===== src/sv/satlru_pkg.sv =====
// ============================================================================
// satlru_pkg
// Shared sizes, codes and types of the set-associative tag array with
// matrix LRU replacement.
// ============================================================================
package satlru_pkg;

    localparam int WAYS        = 4;
    localparam int OFFSET_BITS = 4;
    localparam int INDEX_BITS  = 5;
    localparam int TAG_BITS    = 16;

    localparam int SETS     = 1 << INDEX_BITS;
    localparam int WAY_BITS = (WAYS > 1) ? $clog2(WAYS) : 1;

    typedef logic [INDEX_BITS-1:0]           set_idx_t;
    typedef logic [TAG_BITS-1:0]             tag_t;
    typedef logic [WAY_BITS-1:0]             way_idx_t;
    typedef logic [WAYS-1:0]                 way_vec_t;
    typedef logic [WAYS-1:0][TAG_BITS-1:0]   tag_row_t;

    // operation codes
    typedef logic [1:0] op_code_t;
    localparam op_code_t OP_READ  = 2'd0;
    localparam op_code_t OP_WRITE = 2'd1;
    localparam op_code_t OP_FILL  = 2'd2;

    // result status codes
    typedef logic [2:0] status_t;
    localparam status_t ST_HIT       = 3'd0;
    localparam status_t ST_MISS      = 3'd1;
    localparam status_t ST_FILL_INV  = 3'd2;
    localparam status_t ST_FILL_REPL = 3'd3;
    localparam status_t ST_FILL_FAIL = 3'd4;

    // tag store write request
    typedef struct packed {
        logic     en;
        set_idx_t idx;
        way_idx_t way;
        tag_t     tag;
    } tag_wr_t;

    // LRU matrix update: make one way most recent
    typedef struct packed {
        logic     en;
        set_idx_t idx;
        way_idx_t way;
    } lru_upd_t;

    // lowest set bit of a way vector, zero when none is set
    function automatic way_idx_t first_way(way_vec_t v);
        way_idx_t w;
        w = '0;
        for (int i = WAYS - 1; i >= 0; i--)
        begin
            if (v[i])
            begin
                w = way_idx_t'(i);
            end
        end
        return w;
    endfunction

endpackage


===== src/sv/satlru_tag_ram.sv =====
// ============================================================================
// satlru_tag_ram
// Tag store: one row of WAYS tags per set, one way written per cycle,
// whole row read with registered data.
// ============================================================================
module satlru_tag_ram (
    input  logic                 clk,
    input  logic                 rd_en,
    input  satlru_pkg::set_idx_t rd_idx,
    output satlru_pkg::tag_row_t rd_row,
    input  satlru_pkg::tag_wr_t  wr
);
    import satlru_pkg::*;

    tag_row_t mem [SETS];
    tag_row_t rd_row_reg;

    always_ff @(posedge clk)
    begin
        if (wr.en)
        begin
            mem[wr.idx][wr.way] <= wr.tag;
        end
    end

    always_ff @(posedge clk)
    begin
        if (rd_en)
        begin
            rd_row_reg <= mem[rd_idx];
        end
    end

    assign rd_row = rd_row_reg;

endmodule


===== src/sv/satlru_lru.sv =====
// ============================================================================
// satlru_lru
// Matrix LRU state: one WAYS x WAYS bit matrix per set. Reports which rows
// of the looked-up set are all zero and applies most-recent updates.
// ============================================================================
module satlru_lru (
    input  logic                 clk,
    input  logic                 rst_n,
    input  satlru_pkg::set_idx_t rd_idx,
    output satlru_pkg::way_vec_t zero_rows,
    input  satlru_pkg::lru_upd_t upd
);
    import satlru_pkg::*;

    way_vec_t rows_reg [SETS][WAYS];
    way_vec_t rows_next [WAYS];
    way_vec_t sel_mask;

    // make way most recent: clear its column, fill its row except the diagonal
    always_comb
    begin
        sel_mask = way_vec_t'(1) << upd.way;
        for (int j = 0; j < WAYS; j++)
        begin
            rows_next[j] = rows_reg[upd.idx][j] & ~sel_mask;
        end
        rows_next[upd.way] = ~sel_mask;
    end

    always_ff @(posedge clk or negedge rst_n)
    begin
        if (!rst_n)
        begin
            for (int s = 0; s < SETS; s++)
            begin
                for (int j = 0; j < WAYS; j++)
                begin
                    rows_reg[s][j] <= '0;
                end
            end
        end
        else if (upd.en)
        begin
            rows_reg[upd.idx] <= rows_next;
        end
    end

    always_comb
    begin
        for (int j = 0; j < WAYS; j++)
        begin
            zero_rows[j] = (rows_reg[rd_idx][j] == '0);
        end
    end

endmodule


===== src/sv/set_assoc_tag_array_matrix_lru_top.sv =====
// ============================================================================
// set_assoc_tag_array_matrix_lru_top
// Tag and valid array of a set-associative cache with matrix LRU replacement.
// ============================================================================
// Usage:
//   Command channel: drive operation and address with start high; the item is
//   taken at that clock edge (busy stays low, so one item can enter per cycle).
//   Operations: read lookup, write lookup, fill after miss.
//   Result channel: status and way appear for exactly one cycle with done
//   high, once the item has passed the input register and the result
//   register. The receiver cannot stall, so results are never held back or
//   queued. Path: input register plus tag RAM read, then result register.
//   Throughput: 1 item per cycle, set by the single lookup/update stage; each
//   item's valid, LRU and tag updates land at the same edge as its result, so
//   the next item already sees them. A tag written in the previous cycle is
//   forwarded around the registered tag RAM read.
//   Reset: valid bits and all LRU matrices clear at once; the tag RAM needs no
//   clearing since a tag is only compared while its valid bit is set. The
//   block takes items right after reset.
// ============================================================================
module set_assoc_tag_array_matrix_lru_top (
    input  logic                   clk,
    input  logic                   rst_n,
    input  logic                   start,
    output logic                   busy,
    input  logic [1:0]             operation,
    input  logic [31:0]            address,
    output logic                   done,
    output logic [2:0]             status,
    output satlru_pkg::way_idx_t   way
);
    import satlru_pkg::*;

    // input register
    logic      vld_reg;
    op_code_t  op_reg;
    set_idx_t  idx_reg;
    tag_t      tag_reg;

    // forward of the last tag write
    tag_wr_t   byp_reg;

    // valid bits
    way_vec_t  valid_reg [SETS];

    // result register
    logic      done_reg;
    status_t   status_reg;
    way_idx_t  way_reg;

    // stage logic
    tag_row_t  rd_row;
    tag_row_t  row_eff;
    way_vec_t  vb;
    way_vec_t  hit_vec;
    way_vec_t  zero_rows;
    status_t   status_next;
    way_idx_t  way_next;
    tag_wr_t   tag_wr;
    lru_upd_t  lru_upd;

    set_idx_t  in_idx;
    tag_t      in_tag;

    // always ready: every item finishes in the single stage
    assign busy = 1'b0;

    assign in_idx = address[OFFSET_BITS +: INDEX_BITS];
    assign in_tag = address[OFFSET_BITS + INDEX_BITS +: TAG_BITS];

    satlru_tag_ram u_tag_ram (
        .clk    (clk),
        .rd_en  (start),
        .rd_idx (in_idx),
        .rd_row (rd_row),
        .wr     (tag_wr)
    );

    satlru_lru u_lru (
        .clk       (clk),
        .rst_n     (rst_n),
        .rd_idx    (idx_reg),
        .zero_rows (zero_rows),
        .upd       (lru_upd)
    );

    // capture the item
    always_ff @(posedge clk or negedge rst_n)
    begin
        if (!rst_n)
        begin
            vld_reg <= 1'b0;
        end
        else
        begin
            vld_reg <= start;
        end
    end

    always_ff @(posedge clk)
    begin
        if (start)
        begin
            op_reg  <= operation;
            idx_reg <= in_idx;
            tag_reg <= in_tag;
        end
    end

    // hold the last write so the next lookup sees it past the RAM read register
    always_ff @(posedge clk or negedge rst_n)
    begin
        if (!rst_n)
        begin
            byp_reg <= '0;
        end
        else
        begin
            byp_reg <= tag_wr;
        end
    end

    // lookup, victim choice and state update requests
    always_comb
    begin
        row_eff = rd_row;
        if (byp_reg.en && (byp_reg.idx == idx_reg))
        begin
            row_eff[byp_reg.way] = byp_reg.tag;
        end

        vb = valid_reg[idx_reg];
        for (int w = 0; w < WAYS; w++)
        begin
            hit_vec[w] = vb[w] && (row_eff[w] == tag_reg);
        end

        status_next = ST_MISS;
        way_next    = '0;

        case (op_reg) inside
            OP_READ, OP_WRITE:
            begin
                if (|hit_vec)
                begin
                    status_next = ST_HIT;
                    way_next    = first_way(hit_vec);
                end
            end
            OP_FILL:
            begin
                if (|(~vb))
                begin
                    status_next = ST_FILL_INV;
                    way_next    = first_way(~vb);
                end
                else if (|zero_rows)
                begin
                    status_next = ST_FILL_REPL;
                    way_next    = first_way(zero_rows);
                end
                else
                begin
                    status_next = ST_FILL_FAIL;
                end
            end
            default:
            begin
                status_next = ST_MISS;
            end
        endcase

        tag_wr.en  = vld_reg && ((status_next == ST_FILL_INV) ||
                                 (status_next == ST_FILL_REPL));
        tag_wr.idx = idx_reg;
        tag_wr.way = way_next;
        tag_wr.tag = tag_reg;

        lru_upd.en  = tag_wr.en || (vld_reg && (status_next == ST_HIT));
        lru_upd.idx = idx_reg;
        lru_upd.way = way_next;
    end

    // set valid on a fill
    always_ff @(posedge clk or negedge rst_n)
    begin
        if (!rst_n)
        begin
            for (int s = 0; s < SETS; s++)
            begin
                valid_reg[s] <= '0;
            end
        end
        else if (tag_wr.en)
        begin
            valid_reg[idx_reg][way_next] <= 1'b1;
        end
    end

    // result register
    always_ff @(posedge clk or negedge rst_n)
    begin
        if (!rst_n)
        begin
            done_reg <= 1'b0;
        end
        else
        begin
            done_reg <= vld_reg;
        end
    end

    always_ff @(posedge clk)
    begin
        if (vld_reg)
        begin
            status_reg <= status_next;
            way_reg    <= way_next;
        end
    end

    assign done   = done_reg;
    assign status = status_reg;
    assign way    = way_reg;

`ifndef SYNTHESIS
    // every accepted item yields its result with done high
    a_result_latency: assert property (@(posedge clk) disable iff (!rst_n)
        start |-> ##2 done)
        else $error("result missing two cycles after accept");

    // once all ways are valid the matrix always has exactly one LRU row
    a_no_fill_fail: assert property (@(posedge clk) disable iff (!rst_n)
        done |-> (status != ST_FILL_FAIL))
        else $error("fill found no victim way");

    // a miss reports way zero
    a_miss_way_zero: assert property (@(posedge clk) disable iff (!rst_n)
        (done && (status == ST_MISS)) |-> (way == '0))
        else $error("miss with nonzero way");

    // LRU update only for hits and fills of a live item
    a_lru_upd_live: assert property (@(posedge clk) disable iff (!rst_n)
        lru_upd.en |-> vld_reg)
        else $error("LRU update without an item in the stage");
`endif

endmodule


===== config.mk =====
export PLATFORM = sky130hd
export DESIGN_NAME = set_assoc_tag_array_matrix_lru_top
export DESIGN_NICKNAME = d
export VERILOG_FILES = /design/src/sv/satlru_pkg.sv /design/src/sv/satlru_tag_ram.sv /design/src/sv/satlru_lru.sv /design/src/sv/set_assoc_tag_array_matrix_lru_top.sv
export SDC_FILE = /design/constraint.sdc
export NUM_CORES = 2
export LEC_CHECK = 0
export BUFFER_PORTS_ARGS = -buffer_cell sky130_fd_sc_hd__buf_2
export CAP_MARGIN = 20
export CELL_PAD_IN_SITES_DETAIL_PLACEMENT = 1
export CELL_PAD_IN_SITES_GLOBAL_PLACEMENT = 1
export CORE_ASPECT_RATIO = 0.5
export CORE_MARGIN = 4
export CORE_UTILIZATION = 30
export DETAILED_ROUTE_END_ITERATION = 16
export GPL_TIMING_DRIVEN = 0
export PLACE_DENSITY_LB_ADDON = 0.1
export SLEW_MARGIN = 20
export SYNTH_ARGS = -nofsm -noshare
export SYNTH_HDL_FRONTEND = slang
export SYNTH_HIERARCHICAL = 1
export SYNTH_SLANG_ARGS = --single-unit

===== constraint.sdc =====
create_clock -name clk -period 11.3 [get_ports clk]
set_input_delay 1.695 -clock clk [delete_from_list [all_inputs] [get_ports clk]]
set_output_delay 1.695 -clock clk [all_outputs]
set_load 0.02 [all_outputs]

; Word-level counts from Yosys, hierarchy flattened
; Memories as Yosys holds them, arrays and structs flattened. A register that Yosys moved wholly into a read port is not among the register bits.
; Index checks and enable logic that the tools add are counted.
[totals]
ram_bits = 2048
register_bits = 694
elab_cells = 268
memories = 1
input_bits = 37
[memory_table]
columns = memory, words, word_bits, rd, rd_ports_with_merged_regs, write_ports, line_no
row1 = u_tag_ram.mem, 32, 64, 1, 1, 1, satlru_tag_ram.sv:15  ; tag_row_t mem [SETS];
[classes]
n_eq_ne = 9
reduce_logical = 23
n_shift = 1
bitwise_logic = 9
n_lt_le_gt_ge = 8
n_mux = 46
[op_table]
columns = op, count
row1 = bitwise mux 512 bit, 1
row2 = 2-to-1 mux 64 bit, 2
row3 = OR 128 bit, 1
row4 = binary-select mux 16 bit (select 5 bit), 1
row5 = demux 16 bit (select 5 bit), 1
row6 = 2-to-1 mux 16 bit, 5
row7 = bitwise mux 64 bit, 1
row8 = demux 16 bit (select 2 bit), 2
row9 = == test 16 bit, 4
row10 = 2-to-1 mux 2 bit, 17
row11 = binary-select mux 4 bit (select 5 bit), 1
row12 = demux 4 bit (select 5 bit), 1
row13 = AND 4 bit, 4
row14 = bitwise mux 16 bit, 1
row15 = logical NOT 4 bit, 4
row16 = 2-to-1 mux 4 bit, 4
row17 = 2-to-1 mux 3 bit, 4
row18 = OR reduction 4 bit, 3
row19 = logical AND 1 bit, 11
row20 = demux 4 bit (select 2 bit), 1
row21 = NOT 4 bit, 2
row22 = "== test 3 x 2 -> 1 bit, second input constant", 2
row23 = ">= comparator 6 bit, second input constant", 1
row24 = "less-than comparator 2 x 3 -> 1 bit, second input constant", 2
row25 = other kinds (16), 20

; Longest topological paths before layout
[depth]
depth_word = 21
mapped_depth = 25
ltp_nobuf = 19

; Cells and area by module
; The synthesis kept the hierarchy.
[by_module_without_submodules]
columns = mod, instances, area_each_um2, cells_per_inst
row1 = satlru_tag_ram, 1, 80429.6, 3928
row2 = satlru_lru, 1, 24753.7, 2429
row3 = set_assoc_tag_array_matrix_lru_top, 1, 9460.3, 862

; Worst setup path after synthesis
; OpenSTA, ideal clock, no wires.
[synth_timing]
path_type = register -> register
startpoint = register tag_reg[10]
endpoint = memory u_tag_ram/mem[0][0] (netlist bit) (enable)
stages_incl_launch_ff = 16
path_buffers = 5
setup_ns = 0.388
path_slack_ns = 5.200
t_arrival_ns = 5.712
required_ns = 10.912
path_cell_list = edfxtp_1 clkbuf_1 xnor2_1 nand4_1 a2111oi_0 mux2i_1 a2111oi_0 and4_1 o31a_1 buf_6 clkbuf_1 inv_1 or3b_2 clkbuf_1 clkbuf_1 nor2_1
[synth_lines]
columns = element, line_no
row1 = "start, declared", set_assoc_tag_array_matrix_lru_top.sv:38  ; tag_t tag_reg;
row2 = "start signal, assigned", set_assoc_tag_array_matrix_lru_top.sv:106  ; tag_reg <= in_tag;
row3 = "end, declared", satlru_tag_ram.sv:15

==> results.toml <==
[finish]
final_cells = 13160
layout-drive-gt1-share_pct = 19.40
area_growth_pct = 19.66
finish.utilization_pct = 36.07
final_cell_area_um2 = 137200
largest_register_ffs = 2048
fin_nets = 7867

[floorplan]
die-area_um2 = 392700
die_w_um = 882.2
start_util_pct = 30.14
io_pins = 44
rows = 160
core_um2 = 380400
fp.dieH_um = 445.1

[cts]
clockBufferDepth = 4
clock-sinks = 2806
cts_resized = 0
numCtsBuffers = 291
cts.reportedPaths.clkPinSlew_ns = 0.06
postCtsSetupBuffers = 0
cts_hold_buf = 0
tritoncts = "yes"
clock_latency_ns = 0.94
cts_root_buf = "clkbuf_16"
htree_levels = 5

[worst_setup_path]
cp-end-kind = "register"
critPathArrivalTime_ns = 10.70
crit_cells = 22
cp_common_cell = "clkbuf_1"
critPathLaunch = "idx_reg[2]"
crit_family = "buffers and inverters"
path_cells = "buf_12, clkbuf_1, clkbuf_1, clkbuf_1, clkbuf_1, o21ai_0, a221oi_1, a211o_1, a21oi_1, o21ai_0, a21o_1, nand2_1, o31a_1, buf_6, clkbuf_1, inv_2, nor2b_1, a21oi_1, nand3_1, o21ai_0, clkbuf_1, o21ai_0"
crit_required_ns = 12.03
max_stage_delay_ns = 0.90
r2r_start = "idx_reg[2]"
start_kind = "register"
slowest_stage = "o21ai_0"
reg2regPathDepth = 22
r2r_slack_ns = 1.33
worstPathMaxFanout = 14
reg2reg_to = "u_lru/rows_reg[405]"
path_buf_inv = 9
critPathKind = "reg -> reg"
endpoint = "u_lru/rows_reg[405]"

[synth]
avgSynthCellArea_um2 = 15.88
seq_area_frac_synth_pct = 70.59
ys_types = 83
yosys.area.top_type = "edfxtp_1"
synth_warnings = 6
synth_flop_cell = "edfxtp_1"
synth_area_leaders = "edfxtp_1 56%, dfrtp_1 15%, mux4_2 6.8%"
syn-num-nets = 7256
ys_ff_latch = 2806
synth-edff-count = 2140
syn_area_um2 = 114600
synth_top_area_share_pct = 56.05
synthCells = 7219
synth_async_sr_flop_share_pct = 23.73

[timing]
skew_ns = 0.09304
fmax_ghz = 0.1003
final-hold-violation-count = 0
slew_headroom_pct = 12.69
rsz0062_at_grt = "no"
setup_ws_ns = 1.328
whs_ns = 0.4540
finalCritPeriodShare_pct = 88.25
post-route-min-period_ns = 9.972
final-setup-viol-count = 0
tightestPinTransition_ns = 1.304
finalMaxSlewViolations = 0

[place]
dpl_worst_slack_ns = 1.538
dp_hpwl_mm = 360.9
dp.cells = 12640
placed_cell_area_um2 = 128100
place_congestion = 0.9009
port_buffers = 31

[global_route]
antenna_found_initial = 33
grt_pass1_vias = 73100
grt-ovfl-total = 0
track_usage_pct = 24.99
grt_start_max_net_pins = 85
grt_pass1_wl_mm = 670.6

[pwr]
p_per_area_nw_per_um2 = 169.2
ir_worst_vdd_v = 0.0001344
power.leakage_uw = 0.04806

[routing]
vias = 73010
first_pass_iters = 6
wirelength_mm = 500.0
vias_per_cell = 5.547
drt_iter0_markers = 8287
wl_per_cell_um = 37.99
drc = 0
drtAntennaViolNets = 0

[status]
run_status = "finished, final reports clean"

[job]
drv_cap = 0

[min_path]
hold_class = "reg -> reg"
-- per-layer routing --
layer	global-route usage (%)	vias to the layer above	part of all wire, %
li1	-	29590	-
met3	4.047	683	6.4
met1	35.81	40080	45
met4	7.540	4	3.5
met2	39.08	2654	45
met5	0	-	0.0054
-- final cells by class --
| cell class | instances | area, µm² |
|---|---|---|
| fill | 38410 | 243200 |
| sequential | 2806 | 80930 |
| multi-input combinational | 3808 | 31850 |
| clock buffer | 383 | 7936 |
| tap | 5103 | 6385 |
| timing repair buffer | 318 | 5948 |
| buffer | 517 | 2744 |
| clock inverter | 127 | 1035 |
| inverter | 88 | 330.3 |
| antenna | 12 | 30.03 |
-- cells in the mapped netlist, drive strengths merged, types with 6 or more instances --
library cell	instances
o41ai	73
a22o	45
nand3b	19
inv	87
o22ai	40
or4	25
dlygate4sd1	11
nor4	83
a41o	20
and2	15
a21o	42
nor2b	38
or3	10
nor3	53
o221ai	9
nand4	48
nand2	651
nor3b	13
o21ai	581
a22oi	356
o211ai	7
a21oi	40
nor2	194
dfrtp	666
a31oi	39
and3	12
a32oi	6
o32ai	6
mux4	360
and3b	6
nand2b	29
xor2	13
a211oi	16
o31ai	30
clkbuf	283
xnor2	43
nand3	158
edfxtp	2140
mux2i	640
a31o	17
buf	223
a2111oi	6
mux2	18
-- where the power goes --
group | internal (µW) | switching [µW]
combinational | 649 | 1500
sequential | 11400 | 174
clock | 5270 | 4260
total | 17300 | 5930
-- metrics by stage --
step,power [µW],setup TNS [ns]
2_1_floorplan,12640,0
3_3_place_gp,13750,-8155.03
3_5_place_dp,13890,0
4_1_cts,23440,0
5_1_grt,23970,0
6_report,23210,0
-- logic make-up (layout without fill, tap and decap cells) --
| family | after synthesis | after routing | share of synthesized area, % |
|---|---|---|---|
| other | 1 | 13 | 0.003271 |
| flip-flops | 2806 | 2806 | 70.59 |
| AO/OA/AOI/OAI | 1361 | 1361 | 7.891 |
| multiplexers | 1018 | 1018 | 12.89 |
| AND/OR/NAND/NOR | 1372 | 1372 | 5.558 |
| XOR/XNOR | 56 | 56 | 0.4442 |
| buffers and inverters | 605 | 1433 | 2.624 |
-- cells in the final DEF (no fill, tap or decap), types with 40 or more instances in the layout --
| master | n |
|---|---|
| buf_8 | 111 |
| a21o_1 | 42 |
| nor2_1 | 58 |
| buf_2 | 169 |
| o21ai_0 | 530 |
| buf_6 | 40 |
| nand3_1 | 158 |
| nor3_1 | 51 |
| dfrtp_1 | 666 |
| buf_16 | 98 |
| clkbuf_1 | 299 |
| nor2_4 | 131 |
| a21oi_1 | 40 |
| nor4_1 | 79 |
| nand2_1 | 651 |
| buf_4 | 40 |
| clkbuf_2 | 50 |
| nand4_1 | 48 |
| o41ai_1 | 58 |
| xnor2_1 | 42 |
| o22ai_1 | 40 |
| mux4_2 | 344 |
| a22oi_1 | 356 |
| clkinv_1 | 59 |
| edfxtp_1 | 2140 |
| a22o_1 | 45 |
| mux2i_1 | 640 |
| inv_1 | 85 |
| clkbuf_16 | 298 |
| buf_12 | 73 |
-- how the worst min path moves through the flow --
stage / from / end / slack, ns / cells past startpoint
4_1_cts: valid_reg[24] / valid_reg[24] / 0.46 / 1
6_report: valid_reg[58] / valid_reg[58] / 0.45 / 1
3_5_place_dp: valid_reg[12] / valid_reg[12] / 0.44 / 1
2_1_floorplan: valid_reg[22] / valid_reg[22] / 0.42 / 1
3_3_place_gp: valid_reg[96] / valid_reg[96] / 0.44 / 1
5_1_grt: valid_reg[26] / valid_reg[26] / 0.47 / 1
Note: power is estimated with default switching activity, not from simulation.
